<file path="src/rtl/core/dpom_pkg.sv">
// Types, constants and helper functions shared by the dust meter modules.
package dpom_pkg;

  localparam int LOW_W   = 32;  // low time and window counters
  localparam int WIN_W   = 32;  // window length register
  localparam int DIVR_W  = 24;  // ratio divisor register
  localparam int CONC_W  = 24;  // concentration, Q16.8
  localparam int RATIO_W = 24;  // occupancy ratio, Q8.16
  localparam int FRAC_W  = 16;  // fraction bits of the ratio

  localparam int NUM_W = 48;    // divider numerator
  localparam int DEN_W = 24;    // divider denominator

  localparam int R2_W  = 32;    // r squared, Q.16
  localparam int R3_W  = 40;    // r cubed, Q.16
  localparam int POS_W = 45;    // positive polynomial terms
  localparam int NEG_W = 38;    // negative polynomial term

  localparam int M_DATA_W = 56; // concentration and low time, whole bytes
  localparam int S_DATA_W = 8;  // pin level padded to one byte
  localparam int CFG_IDX_W  = 8;
  localparam int CFG_DATA_W = 32;

  // Configuration register indexes.
  localparam logic [CFG_IDX_W-1:0] REG_WINDOW_TICKS  = 8'd0;
  localparam logic [CFG_IDX_W-1:0] REG_RATIO_DIVISOR = 8'd1;

  localparam logic [WIN_W-1:0]  WINDOW_TICKS_RESET  = 32'd5000000;
  localparam logic [DIVR_W-1:0] RATIO_DIVISOR_RESET = 24'd300000;

  // Polynomial coefficients in units of 1/(10 * 65536).
  localparam logic [POS_W-1:0] COEF_CUBE   = 45'd11;
  localparam logic [POS_W-1:0] COEF_LINEAR = 45'd5200;
  localparam logic [POS_W-1:0] OFFSET_TERM = 45'd406323;
  localparam logic [NEG_W-1:0] COEF_SQUARE = 38'd38;

  // 51200 = 2^11 * 25: a shift, then a division by 25 done as a multiplication by
  // ceil(2^34 / 25) and a shift by 34. Shifted sums of 25 * 2^24 or more saturate, and
  // below that they fit in 29 bits, where the reciprocal is exact.
  localparam int SCALE_SHIFT = 11;
  localparam int SCALED_W    = 29;
  localparam int RECIP_W     = 30;
  localparam int RECIP_SHIFT = 34;
  localparam logic [RECIP_W-1:0]             SCALE_RECIP = 30'd687194768;
  localparam logic [POS_W-SCALE_SHIFT-1:0]   SCALE_SAT   = 34'd419430400;

  typedef struct packed {
    logic             valid;
    logic [LOW_W-1:0] low_count;
  } win_push_t;

  typedef struct packed {
    logic             start;
    logic [NUM_W-1:0] numer;
    logic [DEN_W-1:0] denom;
  } div_req_t;

  typedef struct packed {
    logic             done;
    logic [NUM_W-1:0] quot;
  } div_rsp_t;

  typedef enum logic [2:0] {
    BK_IDLE,
    BK_RATIO,
    BK_SQUARE,
    BK_CUBE,
    BK_TERMS,
    BK_CLAMP,
    BK_SCALE,
    BK_EMIT
  } back_state_t;

  // Saturate a divider quotient to 24 bits.
  function automatic logic [CONC_W-1:0] sat24(input logic [NUM_W-1:0] q);
    sat24 = (q[NUM_W-1:CONC_W] != '0) ? {CONC_W{1'b1}} : q[CONC_W-1:0];
  endfunction

endpackage

</file>
<file path="src/rtl/core/dpom_front.sv">
// Front end: edge detection, low time counting and window timing per sample.
module dpom_front (
  input  logic                       clk,
  input  logic                       rst,
  input  logic                       sample_valid,
  input  logic                       pin_level,
  input  logic [dpom_pkg::WIN_W-1:0] window_ticks,
  input  logic                       q_full,
  output logic                       sample_ready,
  output dpom_pkg::win_push_t        push
);
  import dpom_pkg::*;

  logic             previous_level;
  logic             timing_active;
  logic             timing_active_next;
  logic [LOW_W-1:0] low_count;
  logic [LOW_W-1:0] low_count_next;
  logic [LOW_W-1:0] window_elapsed;
  logic [LOW_W-1:0] window_elapsed_next;
  logic [WIN_W-1:0] limit;
  logic             window_end;
  logic             accept;

  always_comb begin
    priority if (previous_level && !pin_level) begin
      timing_active_next = 1'b1;
    end else if (!previous_level && pin_level) begin
      timing_active_next = 1'b0;
    end else begin
      timing_active_next = timing_active;
    end
    low_count_next = (timing_active_next && low_count != '1) ? low_count + 1'b1 : low_count;
    window_elapsed_next = (window_elapsed != '1) ? window_elapsed + 1'b1 : window_elapsed;
    // A zero window length acts as one tick.
    limit = (window_ticks == '0) ? WIN_W'(1) : window_ticks;
    window_end = window_elapsed_next >= limit;
  end

  assign sample_ready   = !q_full;
  assign accept         = sample_valid && !q_full;
  assign push.valid     = accept && window_end;
  assign push.low_count = low_count_next;

  always_ff @(posedge clk) begin
    if (rst) begin
      previous_level <= 1'b1;
      timing_active  <= 1'b0;
      low_count      <= '0;
      window_elapsed <= '0;
    end else if (accept) begin
      previous_level <= pin_level;
      timing_active  <= timing_active_next;
      if (window_end) begin
        low_count      <= '0;
        window_elapsed <= '0;
      end else begin
        low_count      <= low_count_next;
        window_elapsed <= window_elapsed_next;
      end
    end
  end

endmodule

</file>
<file path="config.mk">
export PLATFORM = sky130hd
export DESIGN_NAME = dpom_front
export DESIGN_NICKNAME = d
export VERILOG_FILES = /design/src/rtl/core/dpom_pkg.sv /design/src/rtl/core/dpom_front.sv
export SDC_FILE = /design/constraint.sdc
export NUM_CORES = 1
export LEC_CHECK = 0
export BUFFER_PORTS_ARGS = -buffer_cell sky130_fd_sc_hd__buf_2
export CAP_MARGIN = 20
export CORE_MARGIN = 2
export CORE_UTILIZATION = 36
export CTS_CLUSTER_SIZE = 25
export DETAILED_ROUTE_END_ITERATION = 16
export GPL_TIMING_DRIVEN = 0
export PLACE_DENSITY_LB_ADDON = 0.05
export SYNTH_ARGS = -nofsm -noshare
export SYNTH_HDL_FRONTEND = slang
export SYNTH_SLANG_ARGS = --single-unit
</file>
<file path="constraint.sdc">
create_clock -name clk -period 5.98 [get_ports clk]
set_input_delay 1.495 -clock clk [delete_from_list [all_inputs] [get_ports clk]]
set_output_delay 1.495 -clock clk [all_outputs]
set_load 0.05 [all_outputs]
</file>
======== Word level (Yosys, flattened, before mapping) ========
Index checks and enable logic that the tools add are counted.
storage, ports and cells
  register bits ........................... 66
  bits of input ports ..................... 37
cells by class
  multiplexer cells ....................... 7
  reduce and logical (&&, ||, !) cells .... 9
  eq/ne operators ......................... 2
  magnitude comparators ................... 1
  add/subtract/negate cells ............... 2
operators by type and width
  operator                                                          count
  32-bit two-way mux                                                5
  32-bit by 1-bit adder with 32-bit output (second input constant)  2
  32-bit != test (second input constant)                            2
  32-bit >= comparator                                              1
  32-bit zero test                                                  1
  1-bit logical AND                                                 5
  1-bit zero test                                                   3
  1-bit two-way mux                                                 2

======== Logic depth before layout (Yosys ltp) ========
  depth in word-level cells ............... 7
  mapped depth ............................ 18

======== Worst setup path after synthesis ========
Ideal clock, no wire load.
  path type ............................... flip-flop to output port
  start ................................... reg window_elapsed[0]
  end ..................................... out push[32] (netlist bit)
  buffers on the path ..................... 0
  arrival ................................. 4.056 ns
  setup slack ............................. 0.429 ns
  cell stages (with the launch flop) ...... 15
  data required time ...................... 4.485 ns
  cell sequence ........................... dfxtp_1 -> ha_1 -> nand3_1 -> or4_4 -> nor3_1 -> nor2_1 -> and3_1 -> xor2_1 -> ha_1 -> nand4_1 -> or3_1 -> or4_4 -> a31oi_4 -> nor2_1 -> nor2_1
RTL lines
  element                   RTL line          source
  start: declaration        dpom_front.sv:19  logic [LOW_W-1:0] window_elapsed;
  start signal: assignment  dpom_front.sv:59  window_elapsed <= window_elapsed_next;
  end: declaration          dpom_front.sv:10  output dpom_pkg::win_push_t push

==> results.md <==
- Drt via density: 5.50
- Vias in the first global route: 4382
- Shortest period the worst path allows: 5.78 ns
- Sequential share of the synthesized area: 0.280
- Setup WS post-layout: 0.197 ns
- CP Cell Sequence: ha_4, nand3_4, or4_4, nor3_4, and3_4, nand4_1, xnor2_2, ha_1, nand4_1, nor4_4, nand4_1, a31oi_4, nor2_1, nor2_1, buf_6
- Multi-input gate area in the final layout: 3240 sq um
- WP data arrival: 4.29 ns
- Depth of the worst hold-timing path: 2
- Worst hold-check path type: flop to flop
- Number of detailed-route iterations in the first pass: 5
- Sinks on Clock Net: 66
- Grt total ovfl: 0
- Clock latency of the later-clocked register in the worst-skew pair: 0.34 ns
- Horizontal extent of the die: 118 microns
- DRC violation count after routing: 0
- DRC violation total after the first TritonRoute iteration: 406
- Synth unique cells: 57
- Period utilisation layout: 0.967
- Yosys warning total: 0
- Pre-CTS setup slack: -0.0224 ns
- Routed Wire Length: 14000 microns
- Largest net degree at the start of global routing: 13
- Pwr dens: 195 nW/um^2
- Overall track demand over capacity in global routing: 0.199
- Maximum operating frequency: 173 MHz
- Post-route ant nets: 0
- End point of the worst hold path: timing_active
- Number of enable flip-flop cells after synthesis: 0
- CTS tree: built
- Buffer and inverter count on the worst path: 1
- Cell area after technology mapping: 4720 sq um
- Most area-hungry cell type in the Yosys netlist: dfxtp_1
- Layout fillers: 1347
- Design Power: 1.14 mW
- Setup slack of the worst register-to-register path: 0.75 ns
- Placer Congestion: 0.823
- Dominant synthesized flop cell: dfxtp_1
- Top post-synthesis cells by count: 66 x dfxtp_1, 57 x nand2_1, 44 x inv_1, 44 x xnor2_1, 34 x ha_1
- Post-synthesis average cell area: 8.08 sq um
- Cell area after layout: 5810 sq um
- Path depth of the worst reg2reg path: 17
- Net count after synthesis: 655
- Pins over their slew limit: 0
- CP Max Fanout: 5
- Number of buffers on the longest clock path: 2
- Final nets: 746
- Number of max-capacitance violations reported: 0
- Number of synthesized register bits: 66
- Dominant cell by count in the synthesized netlist: dfxtp_1
- H-Tree Level Count: 3
- Endpoint of the worst-slack reg-to-reg timing path: low_count[25]
- Synth top area cells: dfxtp_1 28%, ha_1 9.0%, xnor2_1 8.2%
- Buffers on Ports: 69
- Rows: 41
- Critical-path top delay cell: or4_4
- Synth async-reset ratio: 0
- Synthesized instance count: 584
- Core region area: 12700 sq um
- Total clock buffers created by CTS: 9
- Slew @ Worst Pin: 0.984 ns
- Layout Skew: 0.00654 ns
- Initial standard-cell utilization of the core: 0.371
- Antenna violations before repair: 0
- Family with the most delay on the worst path: simple AND/OR/NAND/NOR gates
- Final setup violation count: 0
- Area of all sequential standard cells: 1330 sq um
- Die Outline Area: 14000 sq um
- Required time worst endpoint: 4.49 ns
- Count of endpoints failing hold in the final timing report: 0
- Path type of the worst setup path: flop to primary output
- Leakage: 2.62 nW
- Io pins: 71
- Max VDD drop: 120 uV
- Wire length of the first global-routing pass: 22200 microns
- Antenna Diode Count: 0
- Root Buffer: clkbuf_16
- Area grow syn2layout: 23.2%
- Slowest cell delay on critical path: 0.57 ns
- Detailed-route via count: 4687
- Result of the run: finished, final reports clean
- Die outline height: 118 microns
- Reg-to-reg critical path startpoint: window_elapsed[0]
- Final HPWL from detailed placement: 10500 microns
- Cell type with the highest occurrence count on the critical path: nand4_1
- DR WL/cell: 16.4 microns
- Crit path capture type: primary output
- Min-delay src: timing_active
- Clock transition time at the flip-flop clock pins of the worst setup and hold paths: 0.06 ns
- Kind of start point of the critical path: flop
- Proportion of netlist area held by the largest area contributor: 0.280
- Area after DPL: 5280 sq um
- Worst slew margin: 0.339
- Share of cells above drive strength 1: 0.200
-- worst max path at each step --
stage / endpoint / cells past startpoint / slack [ns] / startpoint
6_report: push[32] / 15 / 0.20 / window_elapsed[0]
5_1_grt: push[32] / 15 / -0.01 / window_elapsed[1]
2_1_floorplan: push[32] / 14 / 0.43 / window_elapsed[0]
3_3_place_gp: push[32] / 14 / -0.02 / window_elapsed[4]
3_5_place_dp: push[32] / 14 / -0.02 / window_elapsed[4]
4_1_cts: push[32] / 15 / 0.01 / window_elapsed[16]
-- where the power goes --
group	leakage [nW]	total, mW	internal (mW)	switching, mW
clock network	0.141	0.549	0.334	0.215
logic	1.94	0.133	0.0423	0.0908
registers	0.534	0.454	0.446	0.00827
total	2.62	1.14	0.822	0.314
-- routing by layer --
layer	vias up	part of all wire	GRT usage
li1	2324	-	-
met1	2248	0.46	0.250
met2	93	0.48	0.339
met3	22	0.042	0.0454
met4	0	0.021	0.0625
met5	-	0	0
-- layout make-up --
type | count | share of cell area
sequential | 66 | 0.229
multi-input combinational | 448 | 0.557
inverter | 44 | 0.0284
timing repair buffer | 81 | 0.0766
clock inverter | 6 | 0.0114
clock buffer | 10 | 0.0411
buffer | 25 | 0.0198
tap | 172 | 0.0370
-- cells by family after synthesis --
kind of cell,Yosys count,share of synthesized area
and+or+nand+nor,228,0.262
AOI/OAI and AO/OA,121,0.185
buffers and inverters,70,0.0597
DFF,66,0.280
xor gates and xnor gates,57,0.106
adders and majority gates,35,0.0923
muxes,7,0.0154
-- through the flow --
step | utilization | cells | hold WS (ns) | setup TNS [ns]
floorplan | - | 584 | 0.434 | 0
finish | 0.457 | 852 | 0.469 | 0
global route | 0.457 | 852 | 0.486 | -0.0100
CTS | 0.443 | 842 | 0.470 | 0
global placement | 0.415 | 825 | 0.450 | -0.0163
detailed placement | 0.415 | 825 | 0.461 | -0.0224
-- placed cells by master (no fill, tap or decap), drive strengths merged, types with 6 or more instances in the layout --
cell     n
and3    20
clkbuf  25
a21oi   29
o21ai   20
and4     9
nor3    10
ha      34
nand2b  10
a31oi   15
buf     91
xnor2   44
nor4    13
or3     10
nor2    21
a41oi    6
dfxtp   66
nand2   57
nand3   31
inv     44
a22o    25
xor2    13
nand4   28
-- tightest hold or removal path: stages (launching register included) --
cell	delay, ns
dfxtp_1	0.31
nand2_1	0.05
a21oi_1	0.05
-- timing repair --
item / CTS / global route
setup endpoints to repair: 1 / 1
resized for setup: 9 / 22
buffers inserted: 1 / 11
hold buffers: 0 / 0
pin swaps: 2 / 13
-- registers in the layout, summed over array words and instances (netlist names) --
register / cells
low_count: 32
window_elapsed: 32
previous_level: 1
timing_active: 1
(Power assumes the default switching activity.)
