[src/rtl/core/dpom_pkg.sv]
// Types, constants and helper functions shared by the dust meter modules.
package dpom_pkg;

  localparam int LOW_W   = 32;  // low time and window counters
  localparam int WIN_W   = 32;  // window length register
  localparam int DIVR_W  = 24;  // ratio divisor register
  localparam int CONC_W  = 24;  // concentration, Q16.8
  localparam int RATIO_W = 24;  // occupancy ratio, Q8.16
  localparam int FRAC_W  = 16;  // fraction bits of the ratio

  localparam int NUM_W = 48;    // divider numerator
  localparam int DEN_W = 24;    // divider denominator

  localparam int R2_W  = 32;    // r squared, Q.16
  localparam int R3_W  = 40;    // r cubed, Q.16
  localparam int POS_W = 45;    // positive polynomial terms
  localparam int NEG_W = 38;    // negative polynomial term

  localparam int M_DATA_W = 56; // concentration and low time, whole bytes
  localparam int S_DATA_W = 8;  // pin level padded to one byte
  localparam int CFG_IDX_W  = 8;
  localparam int CFG_DATA_W = 32;

  // Configuration register indexes.
  localparam logic [CFG_IDX_W-1:0] REG_WINDOW_TICKS  = 8'd0;
  localparam logic [CFG_IDX_W-1:0] REG_RATIO_DIVISOR = 8'd1;

  localparam logic [WIN_W-1:0]  WINDOW_TICKS_RESET  = 32'd5000000;
  localparam logic [DIVR_W-1:0] RATIO_DIVISOR_RESET = 24'd300000;

  // Polynomial coefficients in units of 1/(10 * 65536).
  localparam logic [POS_W-1:0] COEF_CUBE   = 45'd11;
  localparam logic [POS_W-1:0] COEF_LINEAR = 45'd5200;
  localparam logic [POS_W-1:0] OFFSET_TERM = 45'd406323;
  localparam logic [NEG_W-1:0] COEF_SQUARE = 38'd38;

  // 51200 = 2^11 * 25: a shift, then a division by 25 done as a multiplication by
  // ceil(2^34 / 25) and a shift by 34. Shifted sums of 25 * 2^24 or more saturate, and
  // below that they fit in 29 bits, where the reciprocal is exact.
  localparam int SCALE_SHIFT = 11;
  localparam int SCALED_W    = 29;
  localparam int RECIP_W     = 30;
  localparam int RECIP_SHIFT = 34;
  localparam logic [RECIP_W-1:0]             SCALE_RECIP = 30'd687194768;
  localparam logic [POS_W-SCALE_SHIFT-1:0]   SCALE_SAT   = 34'd419430400;

  typedef struct packed {
    logic             valid;
    logic [LOW_W-1:0] low_count;
  } win_push_t;

  typedef struct packed {
    logic             start;
    logic [NUM_W-1:0] numer;
    logic [DEN_W-1:0] denom;
  } div_req_t;

  typedef struct packed {
    logic             done;
    logic [NUM_W-1:0] quot;
  } div_rsp_t;

  typedef enum logic [2:0] {
    BK_IDLE,
    BK_RATIO,
    BK_SQUARE,
    BK_CUBE,
    BK_TERMS,
    BK_CLAMP,
    BK_SCALE,
    BK_EMIT
  } back_state_t;

  // Saturate a divider quotient to 24 bits.
  function automatic logic [CONC_W-1:0] sat24(input logic [NUM_W-1:0] q);
    sat24 = (q[NUM_W-1:CONC_W] != '0) ? {CONC_W{1'b1}} : q[CONC_W-1:0];
  endfunction

endpackage

[src/rtl/core/dpom_queue.sv]
// Short FIFO of finished window low counts between front and back.
module dpom_queue #(
  parameter int DEPTH = 4
) (
  input  logic                       clk,
  input  logic                       rst,
  input  dpom_pkg::win_push_t        push,
  input  logic                       pop,
  output logic                       full,
  output logic                       empty,
  output logic [dpom_pkg::LOW_W-1:0] head
);
  import dpom_pkg::*;

  localparam int PTR_W = $clog2(DEPTH);
  localparam int CNT_W = $clog2(DEPTH + 1);

  logic [LOW_W-1:0] slots [DEPTH];
  logic [PTR_W-1:0] wr_ptr;
  logic [PTR_W-1:0] rd_ptr;
  logic [CNT_W-1:0] count;
  logic             do_push;
  logic             do_pop;

  assign full    = count == CNT_W'(DEPTH);
  assign empty   = count == '0;
  assign head    = slots[rd_ptr];
  assign do_push = push.valid && !full;
  assign do_pop  = pop && !empty;

  always_ff @(posedge clk) begin
    if (do_push) begin
      slots[wr_ptr] <= push.low_count;
    end
  end

  always_ff @(posedge clk) begin
    if (rst) begin
      wr_ptr <= '0;
      rd_ptr <= '0;
      count  <= '0;
    end else begin
      if (do_push) begin
        wr_ptr <= (wr_ptr == PTR_W'(DEPTH - 1)) ? '0 : wr_ptr + 1'b1;
      end
      if (do_pop) begin
        rd_ptr <= (rd_ptr == PTR_W'(DEPTH - 1)) ? '0 : rd_ptr + 1'b1;
      end
      unique case ({do_push, do_pop})
        2'b10:   count <= count + 1'b1;
        2'b01:   count <= count - 1'b1;
        default: count <= count;
      endcase
    end
  end

endmodule

[config.mk]
export PLATFORM = sky130hd
export DESIGN_NAME = dpom_queue
export DESIGN_NICKNAME = d
export VERILOG_FILES = /design/src/rtl/core/dpom_pkg.sv /design/src/rtl/core/dpom_queue.sv
export SDC_FILE = /design/constraint.sdc
export NUM_CORES = 1
export LEC_CHECK = 0
export ABC_AREA = 0
export BUFFER_PORTS_ARGS = -buffer_cell sky130_fd_sc_hd__clkbuf_2
export CORE_MARGIN = 1
export CORE_UTILIZATION = 61
export CTS_CLUSTER_DIAMETER = 200
export DETAILED_ROUTE_END_ITERATION = 7
export PLACE_DENSITY_LB_ADDON = 0.1
export SYNTH_ARGS = -nofsm -noshare
export SYNTH_HDL_FRONTEND = slang
export SYNTH_SLANG_ARGS = --single-unit
export TNS_END_PERCENT = 20
[constraint.sdc]
create_clock -name clk -period 6.9 [get_ports clk]
set_input_delay 1.38 -clock clk [delete_from_list [all_inputs] [get_ports clk]]
set_output_delay 1.38 -clock clk [all_outputs]
set_load 0.05 [all_outputs]
# Word-level counts from Yosys, hierarchy flattened
# Memories as Yosys holds them, arrays and structs flattened. A register that Yosys moved wholly into a read port is not among the register bits.
# Cells that the tools add are included.
classes:
  n_eq_ne: 5
  muxes: 7
  reduce_logical: 6
  n_addsub: 4
op_table:
  columns: ["op", "n"]
  rows:
  - ["$mux W2", 4]
  - ["$eq A2 B2 Y1 const B", 3]
  - ["$pmux W3 S2", 1]
  - ["$add A2 B1 Y2 const B", 2]
  - ["$add A3 B1 Y3 const B", 1]
  - ["$eq A3 B3 Y1 const B", 1]
  - ["$logic_not A3 Y1", 1]
  - ["$sub A3 B1 Y3 const B", 1]
  - ["$eq A2 B1 Y1 const B", 1]
  - ["$logic_and A1 B1 Y1", 2]
  - ["$logic_not A1 Y1", 2]
  - ["$mux W1", 2]
  - ["$reduce_bool A2 Y1", 1]
totals:
  word_cells: 26
  output_inout_bits: 34
  register_bits: 7
  ram_bits: 128
  input_bits: 36
  mem_count: 1
mem_list:
  columns: ["memory", "words", "width", "read_ports", "rd_ports_with_merged_regs", "write_ports", "line", "rtl"]
  rows:
  - ["slots", 4, 32, 1, 1, 1, "dpom_queue.sv:18", "logic [LOW_W-1:0] slots [DEPTH];"]

# Logic depth before layout (Yosys ltp)
# Gate-level depths: netlist (run 1).
depth:
  ltp_word: 5
  depth_mapped: 10
  depth_no_buf: 9

# Worst setup path before layout (run 1)
# OpenSTA, ideal clock, no wires.
synth_path:
  path_type: "input -> register"
  from: "input push[32] (netlist name)"
  to: "register count[2]"
  path_buffers: 0
  stages: 8
  arrival_ps: 2795
  path_slack_ps: 4035
  required_time_ps: 6830
  setup_ps: 70
  cell_sequence: "and2_4 -> inv_1 -> ha_1 -> inv_1 -> fa_1 -> xor2_1 -> or3_2 -> a21oi_1"
synth_between:
  elab_chain_cells: 3
  elab_cells_between_ends: 5
  cone_classes: "2 x eq/ne; 1 x mux; 2 x reduce/logical"
synth_rtl:
  columns: ["item", "line", "rtl"]
  rows:
  - ["start, declared", "dpom_queue.sv:7", "input dpom_pkg::win_push_t push,"]
  - ["$logic_and A1 B1 Y1 *", "dpom_queue.sv:28", "assign do_push = push.valid && !full;"]
  - ["$eq A2 B1 Y1 or $eq A2 B2 Y1 (tied branches)", "dpom_queue.sv:49", "unique case ({do_push, do_pop})"]
  - ["$pmux W3 S2 or $reduce_bool A2 Y1 (tied branches)", null, null]
  - ["end signal, assigned", "dpom_queue.sv:50", "2'b10: count <= count + 1'b1;"]
  - ["end signal, assigned", "dpom_queue.sv:51", "2'b01: count <= count - 1'b1;"]
  - ["end signal, assigned", "dpom_queue.sv:52", "default: count <= count;"]
  - ["end, declared", "dpom_queue.sv:21", "logic [CNT_W-1:0] count;"]
# Every way passes the cells marked *; elsewhere a longest branch is shown, timed or not.
# A chain may end at the register's enable or synchronous reset.

==> flow_summary.yaml, run 1 <==
detailed_routing:
  ant_nets: 0
  drc: 0
  drtIter0Drc: 86
  num_vias: 2426
  first_pass_iters: 4
  via_per_inst: 5.85
  wirelength_um: 8800
  wl_per_cell_um: 21.2
synthesis:
  synth-seq-cells: 137
  synth-seq-area-share: 0.789
  avgSynthCellArea_sq_um: 23.1
  ys_types: 28
  yosysWarnings: 0
  syn_nets: 264
  synthesis.area_sq_mm: 0.00510
  netlist_instances: 221
setup_path:
  critPathArrivalTime_ns: 2.36
  required_ns: 5.52
  critPathCapture: "head[11]"
  r2r-end: "count[2]"
  reg2reg_from: "count[1]"
  crit_path_end_kind: "output port"
  crit_type: "flip-flop to output port"
  crit_fanout: 25
  r2r_slack_ns: 4.33
  cp-start-kind: "flip-flop"
  r2r_cells: 9
sta:
  hold_viol: 0
  fin_skew_ns: 0.00528
  whs_ns: 0.519
  final.min_clock_period_ns: 3.74
  worst_pin_slew_ns: 0.878
  layout_setup_ws_ns: 3.16
  slew_violations: 0
  rsz0062_at_grt: "false"
  finalCritPeriodShare: 0.542
  finalSetupTns_ns: 0
  setup_viol: 0
  max_freq_mhz: 267
  maxSlewHeadroom: 0.415
power_and_ir_drop:
  p_sw_uw: 827
  p_leak_nw: 2.15
  p_comb_frac: 0.255
  internal_power_mw: 1.79
  irDropWorstVdd_v: 0.000289
  pwr-share-clk: 0.343
  switching_share: 0.316
  p_seq_frac: 0.402
  powerDensity_mw_per_mm2: 426
min_path:
  hp-class: "flip-flop to flip-flop"
grt:
  grt-ovfl-total: 0
  grt_usage: 0.227
  grt_pass1_wl_um: 13700
  grt_max_degree: 33
  antenna_found_initial: 0
  grt_pass1_vias: 2593
floorplan:
  die_y_um: 93.5
  start_util: 0.644
  rows: 32
  core_sq_mm: 0.00793
  die_x_um: 93.5
  ios: 70
  dieArea_sq_mm: 0.00873
final_layout:
  drive_above_1_share: 0.444
  nNetsFinal: 344
  nFillCells: 432
  area_delta_synth_final_pct: 20.1
  antenna_cells: 0
clocking:
  cts_setup_buffers: 0
  cts_root_buffer: "clkbuf_8"
  cts_buffers: 17
  htree_levels: 4
  insertion_delay_ns: 0.51
  cts_resized: 0
  postCtsHoldBufs: 0
  cts_max_path_buffers: 2
  path_clk_slew_ns: 0.06
  cts_tree: "done"
  cts_sinks: 137
place:
  place_congestion: 0.694
  io_buffers: 69
  pre_cts_ws_ns: 3.64
  hpwl_um: 5090
outcome:
  status: "complete, no violations"
job:
  cap_viol_max_count: 0
sequential cells by signal, summed over array words and instances, names as in the netlist, named ones only:
signal	cells
count	3
rd_ptr	2
slots	128
wr_ptr	2
cells in the mapped netlist (all sizes together):
cell,n,share of area
a21o,1,0.0015
a21oi,4,0.0039
and2,1,0.0017
and3,4,0.0056
buf,8,0.0098
clkbuf,1,0.00073
dfxtp,9,0.035
edfxtp,128,0.75
fa,1,0.0039
ha,6,0.015
inv,8,0.0059
mux2i,1,0.0020
mux4,32,0.14
nand2,1,0.00073
nand3,2,0.0020
nor2,4,0.0029
nor3,2,0.0020
o21ai,1,0.00098
o31ai,2,0.0039
or3,2,0.0027
or3b,1,0.0017
xor2,2,0.0034
cell families (layout without fill, tap and decap cells):
family                   Yosys count  in the layout  synth area share
adder cells (fa/ha/maj)            7              7            0.0186
multiplexers                      33             33             0.143
AND/OR/NAND/NOR                   17             17            0.0194
XOR/XNOR                           2              2           0.00343
flip-flops                       137            137             0.789
AO/OA/AOI/OAI                      8              8            0.0103
buffers and inverters             17            109            0.0164
worst min path at each step:
stage | cells past startpoint | from | to | slack, ns
2_1_floorplan | 2 | rd_ptr[0] | flip-flop | 0.46
3_3_place_gp | 2 | rd_ptr[0] | flip-flop | 0.49
3_5_place_dp | 2 | rd_ptr[0] | flip-flop | 0.50
4_1_cts | 2 | count[2] | count[2] | 0.52
5_1_grt | 2 | rd_ptr[0] | flip-flop | 0.55
6_report | 2 | count[2] | count[2] | 0.52
layer usage:
metal  GRT usage  share of wire  vias to the layer above
li1            -              -                     1076
met1       0.282           0.39                     1253
met2       0.387           0.55                       89
met3      0.0610          0.056                        8
met4      0.0808          0.010                        0
met5           0              0                        -
power groups by stage:
stage / clock [mW] / sequential (mW) / combinational [mW]
global placement: 0 / 1.06 / 0.662
floorplan: 0 / 1.03 / 0.561
finish: 0.896 / 1.05 / 0.667
CTS: 0.908 / 1.05 / 0.676
detailed placement: 0 / 1.07 / 0.673
global route: 0.943 / 1.06 / 0.705
metrics by stage:
stage / power (mW) / utilization / instance area [sq um] / std cells
3_3_place_gp: 1.72 / 0.698 / 5530 / 384
5_1_grt: 2.71 / 0.773 / 6130 / 415
4_1_cts: 2.64 / 0.773 / 6130 / 415
6_report: 2.61 / 0.773 / 6130 / 415
2_1_floorplan: 1.60 / - / 5100 / 221
3_5_place_dp: 1.74 / 0.698 / 5530 / 384
area by class of cell:
cell class              instances  area (sq um)  share of cell area
inverters                       8          30.0             0.00490
multi-input cells              67           996               0.163
clock inverters                14           181              0.0296
clock buffers                  17           414              0.0676
flip-flops and latches        137          4030               0.657
well taps                     102           128              0.0208
repair buffers                 70           353              0.0576
cell usage in the layout, fill, tap and decap left out, drive strengths merged, types with 2 or more instances in the layout:
cell	netlist	routed
edfxtp	128	128
mux4	32	32
nor2	4	4
xor2	2	2
clkinvlp	0	3
nor3	2	2
or3	2	2
clkbuf	1	86
o31ai	2	2
bufinv	0	4
inv	8	8
and3	4	4
dfxtp	9	9
a21oi	4	4
nand3	2	2
ha	6	6
clkinv	0	7
critical path, stage by stage (launching register included):
cell and delay [ns]:
dfxtp_2 0.48, buf_4 0.50, mux4_2 0.60, clkbuf_2 0.26
No activity file was read; power rests on OpenSTA's default activity.
==> run 2, diff against run 1 <==
ABC_AREA = 1   (was 0)
CORE_UTILIZATION = 57   (was 61)
clock period = 3.5 ns   (was 6.9 ns; I/O delays follow)
==> run 2 against run 1 <==
Effect of this change:
- total power up 120%
- routed wire length up 17%
- global-route usage down 0.051 points
- the flow now finishes with violations (DRC)
- clock power up 110%
- non-clock buffer count up 6
- final cell count up 39%
- cell area up 3.1%
- combinational power rose to 2.9 times the previous value
- clock skew about the same
- first-iteration DRC count up 100%
- register-to-register slack worse by 2.8 ns
- synthesized area up 3.6%
==> flow_summary.yaml, run 2 <==
setup_path:
  r2r-end: "slots[1][28]"
  crit_path_end_kind: "output port"
  r2r_slack_ns: 1.54
  r2r_cells: 5
  crit_type: "flip-flop to output port"
  critPathArrivalTime_ns: 2.21
  required_ns: 2.80
  slowest_stage: "dfxtp_2"
  cp.buffers_inverters: 2
  critPathCapture: "head[29]"
  crit_cells: 4
  cp-start-kind: "flip-flop"
  reg2reg_from: "count[1]"
  crit_family: "flip-flops"
  crit_fanout: 34
  slowest_delay_ns: 0.74
  path_cells: "buf_12, o21ai_0, o22ai_1, clkbuf_2"
synthesis:
  synthesis.area_sq_mm: 0.00528
  netlist_top_cells_area: "edfxtp_1 (73%), nor2_1 (5.5%), o22ai_1 (3.8%)"
  yosysWarnings: 0
  yosys-top-cells-count: "edfxtp_1 (128), nor2_1 (78), o21ai_0 (38)"
  syn_nets: 424
  synth-edff-count: 128
  synth-seq-area-share: 0.762
  synth-seq-cells: 137
  netlist_instances: 381
  ys.flop_type: "edfxtp_1"
  synth_top_area_cell: "edfxtp_1"
  ys_types: 21
  yosysTopAreaCellShare: 0.727
  async_reset_ff_frac: 0
  yosysMostFrequentCell: "edfxtp_1"
  avgSynthCellArea_sq_um: 13.9
place:
  hpwl_um: 5790
  place_congestion: 0.719
  io_buffers: 69
detailed_routing:
  drtIter0Drc: 174
  drc: 2
  via_per_inst: 5.65
  num_vias: 3266
  wirelength_um: 10300
  first_pass_iters: 8
  wl_per_cell_um: 17.7
  ant_nets: 0
final_layout:
  layout_common_cells: "edfxtp_1 (128), nor2_1 (74), clkbuf_2 (69)"
  largest_reg_flops: 128
  area_delta_synth_final_pct: 19.6
  top_register: "slots"
  nNetsFinal: 500
  antenna_cells: 0
  mostFrequentLayoutCell: "edfxtp_1"
  top_regs: "slots (128), count (3)"
  drive_above_1_share: 0.243
clocking:
  cts_tree: "done"
  cts_buffers: 17
  cts_root_buffer: "clkbuf_8"
  postCtsHoldBufs: 0
  cts_resized: 0
  path_clk_slew_ns: 0.06
  htree_levels: 4
  cts_max_path_buffers: 2
  cts_sinks: 137
  cts_setup_buffers: 0
  insertion_delay_ns: 0.51
grt:
  grt_usage: 0.226
  antenna_found_initial: 0
  grt-ovfl-total: 0
  use_met3: 0.0594
  grt_pass1_vias: 3246
  busiest_layer: "met2"
  gr-usage-met1: 0.291
  grtUsageMet2: 0.374
  grt_max_degree: 65
  grt_pass1_wl_um: 16200
sta:
  rsz0062_at_grt: "false"
  max_freq_mhz: 344
  finalCritPeriodShare: 0.831
  final.min_clock_period_ns: 2.91
  finalSetupTns_ns: 0
  fin_skew_ns: 0.00490
  worst_pin_slew_ns: 0.647
  maxSlewHeadroom: 0.569
  hold_viol: 0
  slew_violations: 0
  setup_viol: 0
power_and_ir_drop:
  p_leak_nw: 2.33
  power_mw: 5.83
  irDropWorstVdd_v: 0.000504
  powerDensity_mw_per_mm2: 923
min_path:
  hp-class: "input port to flip-flop"
  holdCritStartpoint: "push[27]"
floorplan:
  core_sq_mm: 0.00885
  die_y_um: 98.3
  start_util: 0.597
  dieArea_sq_mm: 0.00966
  rows: 34
  ios: 70
  die_x_um: 98.3
outcome:
  status: "finished with violations"
  violations: "DRC"
job:
  cap_viol_max_count: 0
-- run 2: layout make-up --
cell class	count	area, sq um
inverters	20	82.6
fillers	605	2530
clock buffers	18	418
multi-input cells	205	1050
clock inverters	14	196
repair buffers	76	410
well taps	108	135
flip-flops and latches	137	4030
-- run 2: kinds of logic (layout without fill, tap and decap cells) --
family	count (synthesis)	in the layout	share of synthesized area
buffers and inverters	39	128	0.0455
DFF	137	137	0.762
and+or+nand+nor	96	96	0.0708
adders and majority gates	7	7	0.0180
AOI/OAI and AO/OA	102	102	0.104
-- run 2: routing by layer --
metal  vias up  share of wire
met2        96           0.50
met4         0          0.012
met1      1603           0.44
met5         -              0
li1       1551              -
met3        16          0.049
-- run 2: worst min-delay path by stage --
stage | to | slack (ns) | depth (start not counted)
after CTS | slots[3][27] | 0.39 | 1
after global placement | count[0] | 0.52 | 2
final | slots[3][27] | 0.40 | 1
after floorplan | flip-flop | 0.48 | 2
after detailed placement | flip-flop | 0.53 | 2
after global routing | slots[3][27] | 0.38 | 1
-- run 2: power breakdown --
part,total [mW],switching (mW),internal [mW]
clock network,1.84,0.683,1.16
registers,2.06,0.0878,1.98
logic,1.92,1.50,0.425
total,5.83,2.27,3.56
-- run 2: metrics by stage --
step | instance area, sq um | setup WS [ns] | hold WS, ns | utilization | cells
final | 6320 | 0.590 | 0.399 | 0.714 | 578
after global routing | 6320 | 0.437 | 0.381 | 0.714 | 578
after CTS | 6320 | 0.566 | 0.388 | 0.714 | 578
after detailed placement | 5700 | 1.15 | 0.527 | 0.645 | 546
after global placement | 5700 | 1.18 | 0.516 | 0.645 | 546
after floorplan | 5280 | 0.926 | 0.483 | - | 381
-- run 2: worst reg2reg max path, cell delays in order (launching register included) --
cell,delay (ns)
dfxtp_1,0.34
nor2_1,0.07
nand2_1,0.14
nand2_2,0.19
nor2_4,0.51
buf_4,0.39
==> run 3, diff against run 2 <==
clock period = 2.76 ns   (was 3.5 ns; I/O delays follow)
==> run 3 against run 2 <==
Effect of this change:
- worst setup slack got worse by 0.46 ns
- clock-buffer cell count fell by 1
- first-iteration DRC count increased by 1.7%
- register-to-register slack got worse by 0.74 ns
- die area stayed put
- cell area fell by 0.40%
- clock power is 13% higher
- critical path depth is 1 higher
- via count decreased by 1.3%
- global-route usage fell by 1.3 points
- the run now ends clean
- core utilization decreased by 0.28 points
- clock skew barely moved
==> flow_summary.yaml, run 3 (synthesis gave the netlist of run 2 again) <==
floorplan:
  start_util: 0.597
  dieArea_sq_mm: 0.00966
  ios: 70
  die_y_um: 98.3
  die_x_um: 98.3
  core_sq_mm: 0.00885
  rows: 34
sta:
  max_freq_mhz: 381
  hold_viol: 0
  slew_violations: 0
  fin_skew_ns: 0.00538
  setup_viol: 0
  rsz0062_at_grt: "false"
  worst_pin_slew_ns: 0.608
  finalCritPeriodShare: 0.951
  maxSlewHeadroom: 0.594
  final.min_clock_period_ns: 2.63
  finalSetupTns_ns: 0
setup_path:
  crit_cells: 5
  r2r_cells: 11
  slowest_stage: "dfxtp_4"
  critPathArrivalTime_ns: 2.07
  cp.buffers_inverters: 3
  required_ns: 2.21
  crit_fanout: 64
  cp-start-kind: "flip-flop"
  path_cells: "buf_4, inv_16, o21ai_1, o22ai_1, clkbuf_2"
  crit_path_end_kind: "output port"
  crit_family: "buffers and inverters"
  crit_type: "flip-flop to output port"
  slowest_delay_ns: 0.45
clocking:
  insertion_delay_ns: 0.51
  cts_setup_buffers: 0
  postCtsHoldBufs: 0
  path_clk_slew_ns: 0.06
  cts_buffers: 17
  cts_sinks: 137
  cts_root_buffer: "clkbuf_8"
  cts_max_path_buffers: 2
  htree_levels: 4
  cts_tree: "done"
grt:
  antenna_found_initial: 0
  grt-ovfl-total: 0
  grt_pass1_wl_um: 15200
  grt_pass1_vias: 2984
  grt_usage: 0.213
  grt_max_degree: 65
power_and_ir_drop:
  p_seq_frac: 0.366
  internal_power_mw: 4.26
  p_comb_frac: 0.342
  irDropWorstVdd_v: 0.000607
  p_leak_nw: 2.32
  powerDensity_mw_per_mm2: 1130
  switching_share: 0.402
  pwr-share-clk: 0.292
  p_sw_mw: 2.87
final_layout:
  final_cell_count_no_fill: 580
  nNetsFinal: 502
  layout_common_cells: "edfxtp_1 (128), nor2_1 (74), clkbuf_2 (68)"
  area_delta_synth_final_pct: 19.1
  mostFrequentLayoutCell: "edfxtp_1"
  antenna_cells: 0
  top_regs: "slots (128), count (3)"
  largest_reg_flops: 128
  top_register: "slots"
  drive_above_1_share: 0.248
place:
  io_buffers: 69
  hpwl_um: 5520
  place_congestion: 0.711
  dp.cells: 548
detailed_routing:
  num_vias: 3225
  wl_per_cell_um: 16.8
  wirelength_um: 9730
  drc: 0
  via_per_inst: 5.56
  first_pass_iters: 6
  drtIter0Drc: 177
  ant_nets: 0
min_path:
  holdPathStages: 1
  hp-class: "input port to flip-flop"
outcome:
  status: "complete, no violations"
job:
  cap_viol_max_count: 0
[run 3: timing repair]
| item | in CTS | in global routing |
|---|---|---|
| hold endpoints to repair | 0 | 0 |
| endpoints found under the setup margin | 17 | 1 |
| gates resized for setup | 2 | 4 |
[run 3: worst reg2reg max path, cell delays in order, from the launching register on]
cell     delay, ns
dfxtp_1       0.33
nor2_1        0.15
nand2_1       0.14
nand2_2       0.25
ha_1          0.22
inv_1         0.07
fa_1          0.38
nand2_1       0.10
nand3_1       0.08
nand2_1       0.06
inv_1         0.03
nor2_1        0.09
[run 3: final timing paths]
path,from,end,slack [ns]
hold / removal,push[15],slots[0][15],0.25
hold reg to reg,rd_ptr[1],rd_ptr[1],0.51
setup reg to reg,count[1],count[2],0.80
setup / recovery,flip-flop,head[9],0.13
[run 3: routing by layer]
metal	share of wire	global-route usage
met1	0.44	0.286
met2	0.49	0.341
met3	0.058	0.0537
met4	0.014	0.0804
met5	0	0
[run 3: power groups by stage]
stage	clock [mW]	sequential (mW)	combinational [mW]
2_1_floorplan	0	2.60	1.97
3_3_place_gp	0	2.64	2.39
3_5_place_dp	0	2.65	2.43
4_1_cts	2.11	2.61	2.44
5_1_grt	2.20	2.63	2.61
6_report	2.08	2.61	2.44
[run 3: per-stage QoR]
step / power (mW) / utilization / worst slack [ns] / area [sq um] / hold slack, ns
finish: 7.13 / 0.711 / 0.134 / 6290 / 0.251
global route: 7.45 / 0.711 / 0.00934 / 6290 / 0.242
CTS: 7.16 / 0.710 / 0.0642 / 6280 / 0.240
detailed placement: 5.08 / 0.646 / 0.445 / 5720 / 0.512
global placement: 5.03 / 0.646 / 0.512 / 5720 / 0.512
floorplan: 4.57 / - / 0.334 / 5280 / 0.483
[run 3: layout make-up]
class | instances | area [sq um]
timing repair buffer | 78 | 432
sequential | 137 | 4030
inverter | 20 | 91.3
multi-input combinational | 205 | 1050
clock buffer | 17 | 414
clock inverter | 15 | 143
tap | 108 | 135
fill | 613 | 2560
